[src/rtl/glu_pkg.sv]
// Shared types and constants for the gcd/lcm unit.
package glu_pkg;

	// Port widths fixed by the command interface.
	localparam int PORT_OPERAND_BITS = 32;
	localparam int ANSWER_BITS       = 64;

	// Depth of the queue between the front and back ends.
	localparam int QUEUE_DEPTH = 2;

	// Command codes.
	localparam logic CMD_GCD = 1'b0;
	localparam logic CMD_LCM = 1'b1;

	// Classification that the front end attaches to each queued beat.
	typedef struct packed {
		logic lcm;     // least common multiple requested
		logic trivial; // an operand is zero, so no iteration is needed
	} glu_ctrl_t;

	localparam int CTRL_BITS = $bits(glu_ctrl_t);

endpackage

[src/rtl/glu_front.sv]
// Front end: accepts command beats, masks the operands and classifies them.
module glu_front #(
	parameter int OPERAND_BITS = 32,
	parameter int ENTRY_BITS   = glu_pkg::CTRL_BITS + 2 * OPERAND_BITS
) (
	input  logic                                  start,
	output logic                                  busy,
	input  logic                                  command,
	input  logic [glu_pkg::PORT_OPERAND_BITS-1:0] operand_a,
	input  logic [glu_pkg::PORT_OPERAND_BITS-1:0] operand_b,
	input  logic                                  queue_full,
	output logic                                  push,
	output logic [ENTRY_BITS-1:0]                 push_data
);
	import glu_pkg::*;

	logic [OPERAND_BITS-1:0] a_m;
	logic [OPERAND_BITS-1:0] b_m;
	glu_ctrl_t               ctrl;

	// Only the low operand bits take part in the computation.
	assign a_m = operand_a[OPERAND_BITS-1:0];
	assign b_m = operand_b[OPERAND_BITS-1:0];

	// A zero operand settles the answer without any iteration.
	always_comb begin
		ctrl.lcm     = (command == CMD_LCM);
		ctrl.trivial = (a_m == '0) || (b_m == '0);
	end

	// A beat is taken whenever the queue has room.
	assign busy      = queue_full;
	assign push      = start && !queue_full;
	assign push_data = {ctrl, a_m, b_m};

endmodule

[src/rtl/glu_queue.sv]
// Short queue that decouples the front end from the back end.
module glu_queue #(
	parameter int WIDTH = 66
) (
	input  logic             clk,
	input  logic             arst_n,
	input  logic             push,
	input  logic [WIDTH-1:0] push_data,
	input  logic             pop,
	output logic [WIDTH-1:0] pop_data,
	output logic             full,
	output logic             empty
);
	import glu_pkg::*;

	localparam int CNT_W = $clog2(QUEUE_DEPTH + 1);

	logic [WIDTH-1:0] slot_q [QUEUE_DEPTH];
	logic [CNT_W-1:0] count_q;
	logic [CNT_W-1:0] wr_cnt;

	assign full     = (count_q == CNT_W'(QUEUE_DEPTH));
	assign empty    = (count_q == '0);
	assign pop_data = slot_q[0];

	// The new beat lands just after whatever remains once the head leaves.
	assign wr_cnt = count_q - CNT_W'(pop);

	// Fill count.
	always_ff @(posedge clk or negedge arst_n) begin
		if (!arst_n) begin
			count_q <= '0;
		end else begin
			count_q <= wr_cnt + CNT_W'(push);
		end
	end

	// Slots shift toward the head on a pop; the head is always slot zero.
	// The slot that takes a new beat would otherwise shift in an empty slot.
	always_ff @(posedge clk) begin
		for (int i = 0; i < QUEUE_DEPTH; i++) begin
			if (push && (wr_cnt == CNT_W'(i))) begin
				slot_q[i] <= push_data;
			end else if (pop && (i < QUEUE_DEPTH - 1)) begin
				slot_q[i] <= slot_q[(i < QUEUE_DEPTH - 1) ? i + 1 : i];
			end
		end
	end

endmodule

[src/rtl/glu_back.sv]
// Back end: binary gcd iteration, restoring divide and final multiply.
module glu_back #(
	parameter int OPERAND_BITS = 32,
	parameter int ENTRY_BITS   = glu_pkg::CTRL_BITS + 2 * OPERAND_BITS
) (
	input  logic                            clk,
	input  logic                            arst_n,
	input  logic                            queue_empty,
	input  logic [ENTRY_BITS-1:0]           pop_data,
	output logic                            pop,
	output logic                            done,
	output logic [glu_pkg::ANSWER_BITS-1:0] answer
);
	import glu_pkg::*;

	localparam int N     = OPERAND_BITS;
	localparam int CNT_W = $clog2(N + 1);

	localparam logic [1:0] S_IDLE = 2'd0;
	localparam logic [1:0] S_GCD  = 2'd1;
	localparam logic [1:0] S_DIV  = 2'd2;
	localparam logic [1:0] S_MUL  = 2'd3;

	logic [1:0]           state_q;
	logic                 done_q;
	logic [ANSWER_BITS-1:0] answer_q;
	logic                 lcm_q;
	logic [N-1:0]         a_q;
	logic [N-1:0]         b_q;
	logic [N-1:0]         x_q;
	logic [N-1:0]         y_q;
	logic [CNT_W-1:0]     k_q;
	logic [N-1:0]         g_q;
	logic [N-1:0]         quot_q;
	logic [N-1:0]         rem_q;
	logic [CNT_W-1:0]     cnt_q;

	glu_ctrl_t            in_ctrl;
	logic [N-1:0]         in_a;
	logic [N-1:0]         in_b;
	logic [N-1:0]         gcd_val;
	logic [N:0]           rem_sh;
	logic [N:0]           rem_diff;
	logic [2*N-1:0]       prod;

	// Unpack the queue head.
	assign in_ctrl = glu_ctrl_t'(pop_data[ENTRY_BITS-1:2*N]);
	assign in_a    = pop_data[2*N-1:N];
	assign in_b    = pop_data[N-1:0];

	assign pop    = (state_q == S_IDLE) && !queue_empty;
	assign done   = done_q;
	assign answer = answer_q;

	// Gcd once one value reaches zero: the other value with the shared twos restored.
	assign gcd_val = (x_q | y_q) << k_q;

	// One restoring divide step: bring in the next dividend bit and trial subtract.
	assign rem_sh   = {rem_q, quot_q[N-1]};
	assign rem_diff = rem_sh - {1'b0, g_q};

	// Cofactor of a times b gives the lcm.
	assign prod = quot_q * b_q;

	// Sequencer state and result strobe.
	always_ff @(posedge clk or negedge arst_n) begin
		if (!arst_n) begin
			state_q <= S_IDLE;
			done_q  <= 1'b0;
		end else begin
			done_q <= 1'b0;
			unique case (state_q)
				S_IDLE: begin
					if (pop) begin
						if (in_ctrl.trivial) begin
							done_q <= 1'b1;
						end else begin
							state_q <= S_GCD;
						end
					end
				end
				S_GCD: begin
					if ((x_q == '0) || (y_q == '0)) begin
						if (lcm_q) begin
							state_q <= S_DIV;
						end else begin
							done_q  <= 1'b1;
							state_q <= S_IDLE;
						end
					end
				end
				S_DIV: begin
					if (cnt_q == CNT_W'(1)) begin
						state_q <= S_MUL;
					end
				end
				S_MUL: begin
					done_q  <= 1'b1;
					state_q <= S_IDLE;
				end
				default: begin
					state_q <= S_IDLE;
				end
			endcase
		end
	end

	// Datapath registers.
	always_ff @(posedge clk) begin
		unique case (state_q)
			S_IDLE: begin
				if (pop) begin
					lcm_q <= in_ctrl.lcm;
					a_q   <= in_a;
					b_q   <= in_b;
					x_q   <= in_a;
					y_q   <= in_b;
					k_q   <= '0;
					// A zero operand: gcd is the other one, lcm is zero.
					if (in_ctrl.lcm) begin
						answer_q <= '0;
					end else begin
						answer_q <= ANSWER_BITS'(in_a | in_b);
					end
				end
			end
			S_GCD: begin
				if ((x_q == '0) || (y_q == '0)) begin
					g_q      <= gcd_val;
					answer_q <= ANSWER_BITS'(gcd_val);
					quot_q   <= a_q;
					rem_q    <= '0;
					cnt_q    <= CNT_W'(N);
				end else begin
					// Binary gcd step.
					priority if (!x_q[0] && !y_q[0]) begin
						x_q <= x_q >> 1;
						y_q <= y_q >> 1;
						k_q <= k_q + CNT_W'(1);
					end else if (!x_q[0]) begin
						x_q <= x_q >> 1;
					end else if (!y_q[0]) begin
						y_q <= y_q >> 1;
					end else if (x_q >= y_q) begin
						x_q <= (x_q - y_q) >> 1;
					end else begin
						y_q <= (y_q - x_q) >> 1;
					end
				end
			end
			S_DIV: begin
				cnt_q <= cnt_q - CNT_W'(1);
				if (!rem_diff[N]) begin
					rem_q  <= rem_diff[N-1:0];
					quot_q <= {quot_q[N-2:0], 1'b1};
				end else begin
					rem_q  <= rem_sh[N-1:0];
					quot_q <= {quot_q[N-2:0], 1'b0};
				end
			end
			S_MUL: begin
				answer_q <= ANSWER_BITS'(prod);
			end
			default: begin
				answer_q <= answer_q;
			end
		endcase
	end

endmodule

[src/rtl/gcd_lcm_unit_top.sv]
// A command with a zero operand is answered straight from the idle state through done_q and answer_q.
// Gcd runs the binary gcd loop in the back end until one value reaches zero;
// lcm adds OPERAND_BITS restoring divide steps and a final multiply.
// Throughput: one command at a time in the back end; a two-beat queue takes new commands
// while it works, and busy is high only when that queue is full. Done pulses for one cycle.
// Reset (arst_n low) empties the queue and returns the sequencer to idle.
module gcd_lcm_unit_top #(
	parameter int OPERAND_BITS = 32
) (
	input  logic                                  clk,
	input  logic                                  arst_n,
	input  logic                                  start,
	output logic                                  busy,
	input  logic                                  command,
	input  logic [glu_pkg::PORT_OPERAND_BITS-1:0] operand_a,
	input  logic [glu_pkg::PORT_OPERAND_BITS-1:0] operand_b,
	output logic                                  done,
	output logic [glu_pkg::ANSWER_BITS-1:0]       answer
);
	import glu_pkg::*;

	localparam int ENTRY_BITS = CTRL_BITS + 2 * OPERAND_BITS;

	logic                  push;
	logic [ENTRY_BITS-1:0] push_data;
	logic                  pop;
	logic [ENTRY_BITS-1:0] pop_data;
	logic                  queue_full;
	logic                  queue_empty;

	// Command intake and classification.
	glu_front #(
		.OPERAND_BITS(OPERAND_BITS),
		.ENTRY_BITS  (ENTRY_BITS)
	) u_front (
		.start     (start),
		.busy      (busy),
		.command   (command),
		.operand_a (operand_a),
		.operand_b (operand_b),
		.queue_full(queue_full),
		.push      (push),
		.push_data (push_data)
	);

	// Queue between front and back.
	glu_queue #(
		.WIDTH(ENTRY_BITS)
	) u_queue (
		.clk      (clk),
		.arst_n   (arst_n),
		.push     (push),
		.push_data(push_data),
		.pop      (pop),
		.pop_data (pop_data),
		.full     (queue_full),
		.empty    (queue_empty)
	);

	// Iterative gcd/lcm engine.
	glu_back #(
		.OPERAND_BITS(OPERAND_BITS),
		.ENTRY_BITS  (ENTRY_BITS)
	) u_back (
		.clk        (clk),
		.arst_n     (arst_n),
		.queue_empty(queue_empty),
		.pop_data   (pop_data),
		.pop        (pop),
		.done       (done),
		.answer     (answer)
	);

endmodule
[config.mk]
export PLATFORM = sky130hd
export DESIGN_NAME = gcd_lcm_unit_top
export DESIGN_NICKNAME = d
export VERILOG_FILES = /design/src/rtl/glu_pkg.sv /design/src/rtl/glu_front.sv /design/src/rtl/glu_queue.sv /design/src/rtl/glu_back.sv /design/src/rtl/gcd_lcm_unit_top.sv
export SDC_FILE = /design/constraint.sdc
export NUM_CORES = 2
export LEC_CHECK = 0
export BUFFER_PORTS_ARGS = -buffer_cell sky130_fd_sc_hd__buf_2
export CAP_MARGIN = 20
export CELL_PAD_IN_SITES_DETAIL_PLACEMENT = 1
export CELL_PAD_IN_SITES_GLOBAL_PLACEMENT = 2
export CORE_UTILIZATION = 35
export DETAILED_ROUTE_END_ITERATION = 8
export PLACE_DENSITY_LB_ADDON = 0.05
export REMOVE_ABC_BUFFERS = 1
export SKIP_CTS_REPAIR_TIMING = 1
export SLEW_MARGIN = 15
export SYNTH_ARGS = -nofsm -noshare
export SYNTH_HDL_FRONTEND = slang
export SYNTH_SLANG_ARGS = --single-unit
[constraint.sdc]
create_clock -name clk -period 17.5 [get_ports clk]
set_clock_uncertainty 0.2 [all_clocks]
set_input_delay 3.5 -clock clk [delete_from_list [all_inputs] [get_ports clk]]
set_output_delay 3.5 -clock clk [all_outputs]
set_load 0.05 [all_outputs]
==> flow_results.org <==
** Outcome
- The flow ran to the end, and the final reports show no timing, DRC or antenna violations.

** Route
- The first routing iteration left ~2600 violations.
- Using the TritonRoute via totals, the vias-per-cell ratio works out to 5.228.
- The first detailed-routing pass ran for 5 iterations.
- After detailed routing, the average wire length per cell comes to roughly 26 µm.
- Final WL :: around 210000 µm
- The detail route stage leaves a number of antenna-violating nets equal to 0.
- The final route contains roughly 43000 vias.
- After detailed routing, the number of remaining DRC violations is 0.

** Worst setup path
- In this design, the stage delay of the slowest critical-path cell is just over 0.8 ns.
- Crit path required time :: between 15 and 20 ns
- Max stage delay cell, worst path :: sky130_fd_sc_hd__edfxtp_1
- Slack of the worst reg-to-reg path :: approximately 8.3 ns
- The kind of cell with the highest combined delay along the critical path is adder cells.
- Critical path type :: register to register
- Counting stages on the worst path, the most repeated cell is sky130_fd_sc_hd__fa_1.
- Startpoint class of the critical path :: register
- CP bufs+invs :: 5
- CP endpoint kind :: register
- Data arrival time of the worst path :: ~9.5 ns
- Of all nets on the critical path, the largest fanout is 20.
- The worst register-to-register path begins at u_back.b_q[5]$_DFFE_PP_.
- The number of cells on the worst reg-to-reg path is 25.
- Reg-to-Reg End :: u_back.answer[57]$_DFFE_PP_

** Final layout
- The filler cells instantiated in the layout total around 18000.
- After the last flow step, the layout net total stands at between 7000 and 8000.
- Of the cells placed in the final design, the portion with a size suffix greater than 1 is 0.07709.
- Summing all flip-flop and latch instances after layout gives about 0.013 mm².
- Leaving out filler cells and counting taps, the final layout contains roughly 8100.
- Once layout is complete, the utilization of the core stands at 0.3840.
- Summing all multi-input logic gate instances after layout gives 0.03984 mm².
- The area growth from synthesis to layout is 8.375%.

** STA
- Fmax :: 0.1088 GHz
- The number of max-slew violations in the final report was 0.
- Crit share post-route :: 0.5250
- For the final routed database, the setup TNS stands at 0 ns.
- The smallest clock period supported by the final layout is computed as roughly 9.2 ns.
- Max transition margin :: 0.1891
- Setup repair after global routing left no endpoint under its margin.
- Finish-stage setup viols :: 0
- The number of hold-slack violations in the final timing report was 0.
- At the pin with the least slew margin, the transition time is approximately 1.2 ns.

** Clocking
- TritonCTS created 56 clock buffers.
- CTS built an H-tree with a depth of 2.
- # clock sinks :: about 440
- The clock reaches the later pin of the worst-skew pair after about 0.70 ns.
- The tree is rooted in a sky130_fd_sc_hd__clkbuf_16.
- CTS tree :: built
- Maximum buffer depth of the clock tree :: 3
- Clock slew at reported path FFs :: 0.06 ns

** Power and ir drop
- Reg power frac :: 0.299
- Of the total power, combinational logic draws 0.476.
- The share of total power dissipated in the clock network is 0.224.
- The internal portion of the total power is roughly 3.0 mW.
- Total net switching power :: 2.433 mW
- In this run the static leakage power is approximately 28 nW.
- Summing internal, switching and leakage power gives ~5.4 mW.
- Switching part of the total power :: 0.4501
- Power density over cell area :: approximately 86 mW/mm²
- Across the VDD grid, the largest voltage drop is between 90 and 100 µV.

** Global routing
- The layer flagged by global routing as most heavily used is met2.
- For this run, global-route usage on met2 was measured as 0.4229.
- In the global route stage, overall resource usage came out at 0.2588.
- The first global-routing pass estimated 319000 µm of wire.
- The initial antenna violation count is 21.
- Entering global routing, the biggest net connects 68 pins.
- In the global route stage, met3 resource usage came out at 0.02425.
- The via count of the first global-routing pass came to around 47000.
- Overflow left after global routing :: 0
- Met1 layer usage reported by global route :: 0.3732

** Yosys
- Dividing the synthesized area by the synthesized cell count gives slightly below 10 µm².
- After synthesis, the netlist uses 90 different library cells.
- Number of synthesized flops with an enable pin :: roughly 430
- The compound-cell area share of the yosys netlist is 0.07910.
- Among all flip-flop cells after synthesis, the most frequent one is sky130_fd_sc_hd__edfxtp_1.
- Fraction of the mapped netlist area in simple logic gates :: 0.1572
- The portion of synthesized area spent on multiplexers is 0.02993.
- Of the total synthesized cell area, the portion taken by XOR and XNOR cells is 0.02388.
- By area, the combinational part of the netlist is dominated by adder cells.
- Async S/R FF share, synth :: 0.01142
- Flip-flop and latch count after synthesis :: around 440
- Cell area after technology mapping :: around 0.058 mm²
- Proportion of synthesized chip area in sequential cells :: 0.2266
- Yosys Warn Count :: 0
- Cells after Synth :: 5945
- Of the total synthesized cell area, the portion taken by full adders, half adders and majority gates is 0.3959.

** Hold path
- Hold path endpoint :: u_back.b_q[30]$_DFFE_PP_
- Worst min path class :: register to register
- Cell depth of the worst min-delay path :: 0
- Hold wc startpoint :: u_queue.slot_q[0][30]$_DFFE_PP_

** Floorplan
- The floorplan step set the die width to 408.9 µm.
- Height of the die :: between 400 and 500 µm
- Die Area :: 0.1672 mm²
- Core region area :: roughly 0.16 mm²
- Starting Density :: 0.3543
- Pin placement for this block handled approximately 130 I/O pins.
- Rows :: about 150

** Placement
- The congestion estimate from routability-driven global placement came to around 0.87.
- After legalization and detailed placement, the total HPWL measured 165200 µm.
- In this run, placement finished with an instance count of 8026.
- In this run the tool buffered the top-level ports with roughly 130 buffer cells.

** Flow run
- The tool flagged a number of max-cap violations equal to 0.
==> logic make-up after synthesis <==
| family | Yosys count |
|---|---|
| adder cells (fa/ha/maj) | 1294 |
| multiplexers | 150 |
| AO/OA/AOI/OAI | 703 |
| XOR/XNOR | 158 |
| buffers and inverters | 1337 |
| AND/OR/NAND/NOR | 1865 |
| flip-flops | 438 |
==> layout make-up <==
cell class | count | share of cell area
multi-input cells | 4170 | 0.6344
flip-flops and latches | 438 | 0.2091
inverters | 1013 | 0.06056
well taps | 2175 | 0.04334
clock buffers | 65 | 0.02286
repair buffers | 231 | 0.02248
clock inverters | 37 | 0.007074
diodes | 5 | 0.0001993
==> placed cells by master (no fill, tap or decap), types with 17 or more instances in the layout <==
cell type                      n
sky130_fd_sc_hd__a21o_1       40
sky130_fd_sc_hd__mux2_2       76
sky130_fd_sc_hd__a211oi_1     33
sky130_fd_sc_hd__nor4_1       41
sky130_fd_sc_hd__clkbuf_16    56
sky130_fd_sc_hd__ha_1        395
sky130_fd_sc_hd__nor3_1       37
sky130_fd_sc_hd__edfxtp_1    433
sky130_fd_sc_hd__and2_1      598
sky130_fd_sc_hd__a21oi_1     196
sky130_fd_sc_hd__o21bai_1     39
sky130_fd_sc_hd__buf_2       134
sky130_fd_sc_hd__xnor2_1     112
sky130_fd_sc_hd__xor2_1       45
sky130_fd_sc_hd__nand2_1     701
sky130_fd_sc_hd__nand3_1      36
sky130_fd_sc_hd__nand4_1      33
sky130_fd_sc_hd__fa_1        899
sky130_fd_sc_hd__o21a_1       17
sky130_fd_sc_hd__nand2b_1     20
sky130_fd_sc_hd__nor2b_1      25
sky130_fd_sc_hd__mux2i_1      63
sky130_fd_sc_hd__nor2_1      305
sky130_fd_sc_hd__inv_1      1009
sky130_fd_sc_hd__o21ai_0     155
sky130_fd_sc_hd__a31oi_1      18
sky130_fd_sc_hd__a221oi_1     41
sky130_fd_sc_hd__o21ai_1      19
sky130_fd_sc_hd__buf_4        96
==> power by group through the flow <==
stage / Sequential, mW / Combinational, mW / Clock [mW]
2_1_floorplan: 1.53 / 1.64 / 0
3_3_place_gp: 1.63 / 2.54 / 0
3_5_place_dp: 1.64 / 2.54 / 0
4_1_cts: 1.61 / 2.55 / 1.24
5_1_grt: 1.63 / 2.78 / 1.28
6_report: 1.62 / 2.57 / 1.21
==> worst reg2reg max path, stage by stage (launching register included) <==
cell	delay, ns
sky130_fd_sc_hd__edfxtp_1	0.82
sky130_fd_sc_hd__buf_4	0.40
sky130_fd_sc_hd__and2_1	0.21
sky130_fd_sc_hd__fa_1	0.43
sky130_fd_sc_hd__fa_1	0.51
sky130_fd_sc_hd__fa_1	0.53
sky130_fd_sc_hd__inv_1	0.05
sky130_fd_sc_hd__fa_1	0.48
sky130_fd_sc_hd__inv_1	0.06
sky130_fd_sc_hd__fa_1	0.49
sky130_fd_sc_hd__inv_1	0.05
sky130_fd_sc_hd__fa_1	0.53
sky130_fd_sc_hd__inv_1	0.06
sky130_fd_sc_hd__fa_1	0.50
sky130_fd_sc_hd__fa_1	0.42
sky130_fd_sc_hd__ha_1	0.46
sky130_fd_sc_hd__a21oi_1	0.14
sky130_fd_sc_hd__o21ai_0	0.31
sky130_fd_sc_hd__o22ai_1	0.15
sky130_fd_sc_hd__a31oi_1	0.51
sky130_fd_sc_hd__a22o_1	0.36
sky130_fd_sc_hd__o21ai_1	0.27
sky130_fd_sc_hd__nor2_1	0.25
sky130_fd_sc_hd__nor2b_1	0.10
sky130_fd_sc_hd__o31ai_1	0.37
sky130_fd_sc_hd__mux2i_1	0.38
==> stage by stage <==
stage          worst slack (ns)  hold WS (ns)  instance area, µm²
2_1_floorplan             9.993        0.2354               56680
3_3_place_gp              8.499        0.2873               60870
3_5_place_dp              8.463        0.2783               60880
4_1_cts                   8.412        0.2938               62760
5_1_grt                   8.071        0.3128               62780
6_report                  8.312        0.2985               62790
==> worst max-delay path by stage <==
stage | startpoint | end | slack, ns | cells past startpoint
5_1_grt | u_back.quot_q[7]$_DFFE_PP_ | u_back.answer[57]$_DFFE_PP_ | 8.07 | 26
3_5_place_dp | u_back.b_q[5]$_DFFE_PP_ | u_back.answer[57]$_DFFE_PP_ | 8.46 | 25
4_1_cts | u_back.b_q[5]$_DFFE_PP_ | u_back.answer[57]$_DFFE_PP_ | 8.41 | 25
3_3_place_gp | u_back.b_q[5]$_DFFE_PP_ | u_back.answer[57]$_DFFE_PP_ | 8.50 | 25
2_1_floorplan | u_back.b_q[8]$_DFFE_PP_ | u_back.answer[59]$_DFFE_PP_ | 9.99 | 24
6_report | u_back.b_q[5]$_DFFE_PP_ | u_back.answer[57]$_DFFE_PP_ | 8.31 | 25
==> routing by layer <==
layer	wire, µm	vias up	part of all wire
li1	-	18810	-
met1	99530	22650	0.47
met2	100300	896	0.47
met3	9261	165	0.043
met4	4180	0	0.020
met5	0	-	0
==> state kept, by name, indices dropped and copies added, names as in the netlist, named ones only <==
name	count
u_back.rem_q	32
u_back.y_q	32
u_back.b_q	32
u_back.answer	64
u_back.lcm_q	1
u_back.g_q	32
u_back.a_q	32
u_back.quot_q	32
u_back.cnt_q	6
u_back.state_q	1
u_back.x_q	32
u_queue.count_q	2
u_queue.slot_q	132
u_back.done	1
u_back.k_q	6
==> Yosys cell counts, drive strengths merged, types with 40 or more instances <==
master / n / area, µm²
mux2: 76 / 855.8
inv: 1013 / 3802
ha: 395 / 4942
a21oi: 198 / 1006
a221oi: 43 / 389.1
nand2: 708 / 2660
clkbuf: 293 / 1100
and2: 598 / 3741
nor2: 307 / 1155
o21ai: 176 / 888.4
fa: 899 / 18000
nor4: 43 / 275.3
a21o: 40 / 300.3
xor2: 46 / 402.9
xnor2: 112 / 980.9
edfxtp: 433 / 13000
mux2i: 63 / 630.6
(Power assumes the default switching activity.)
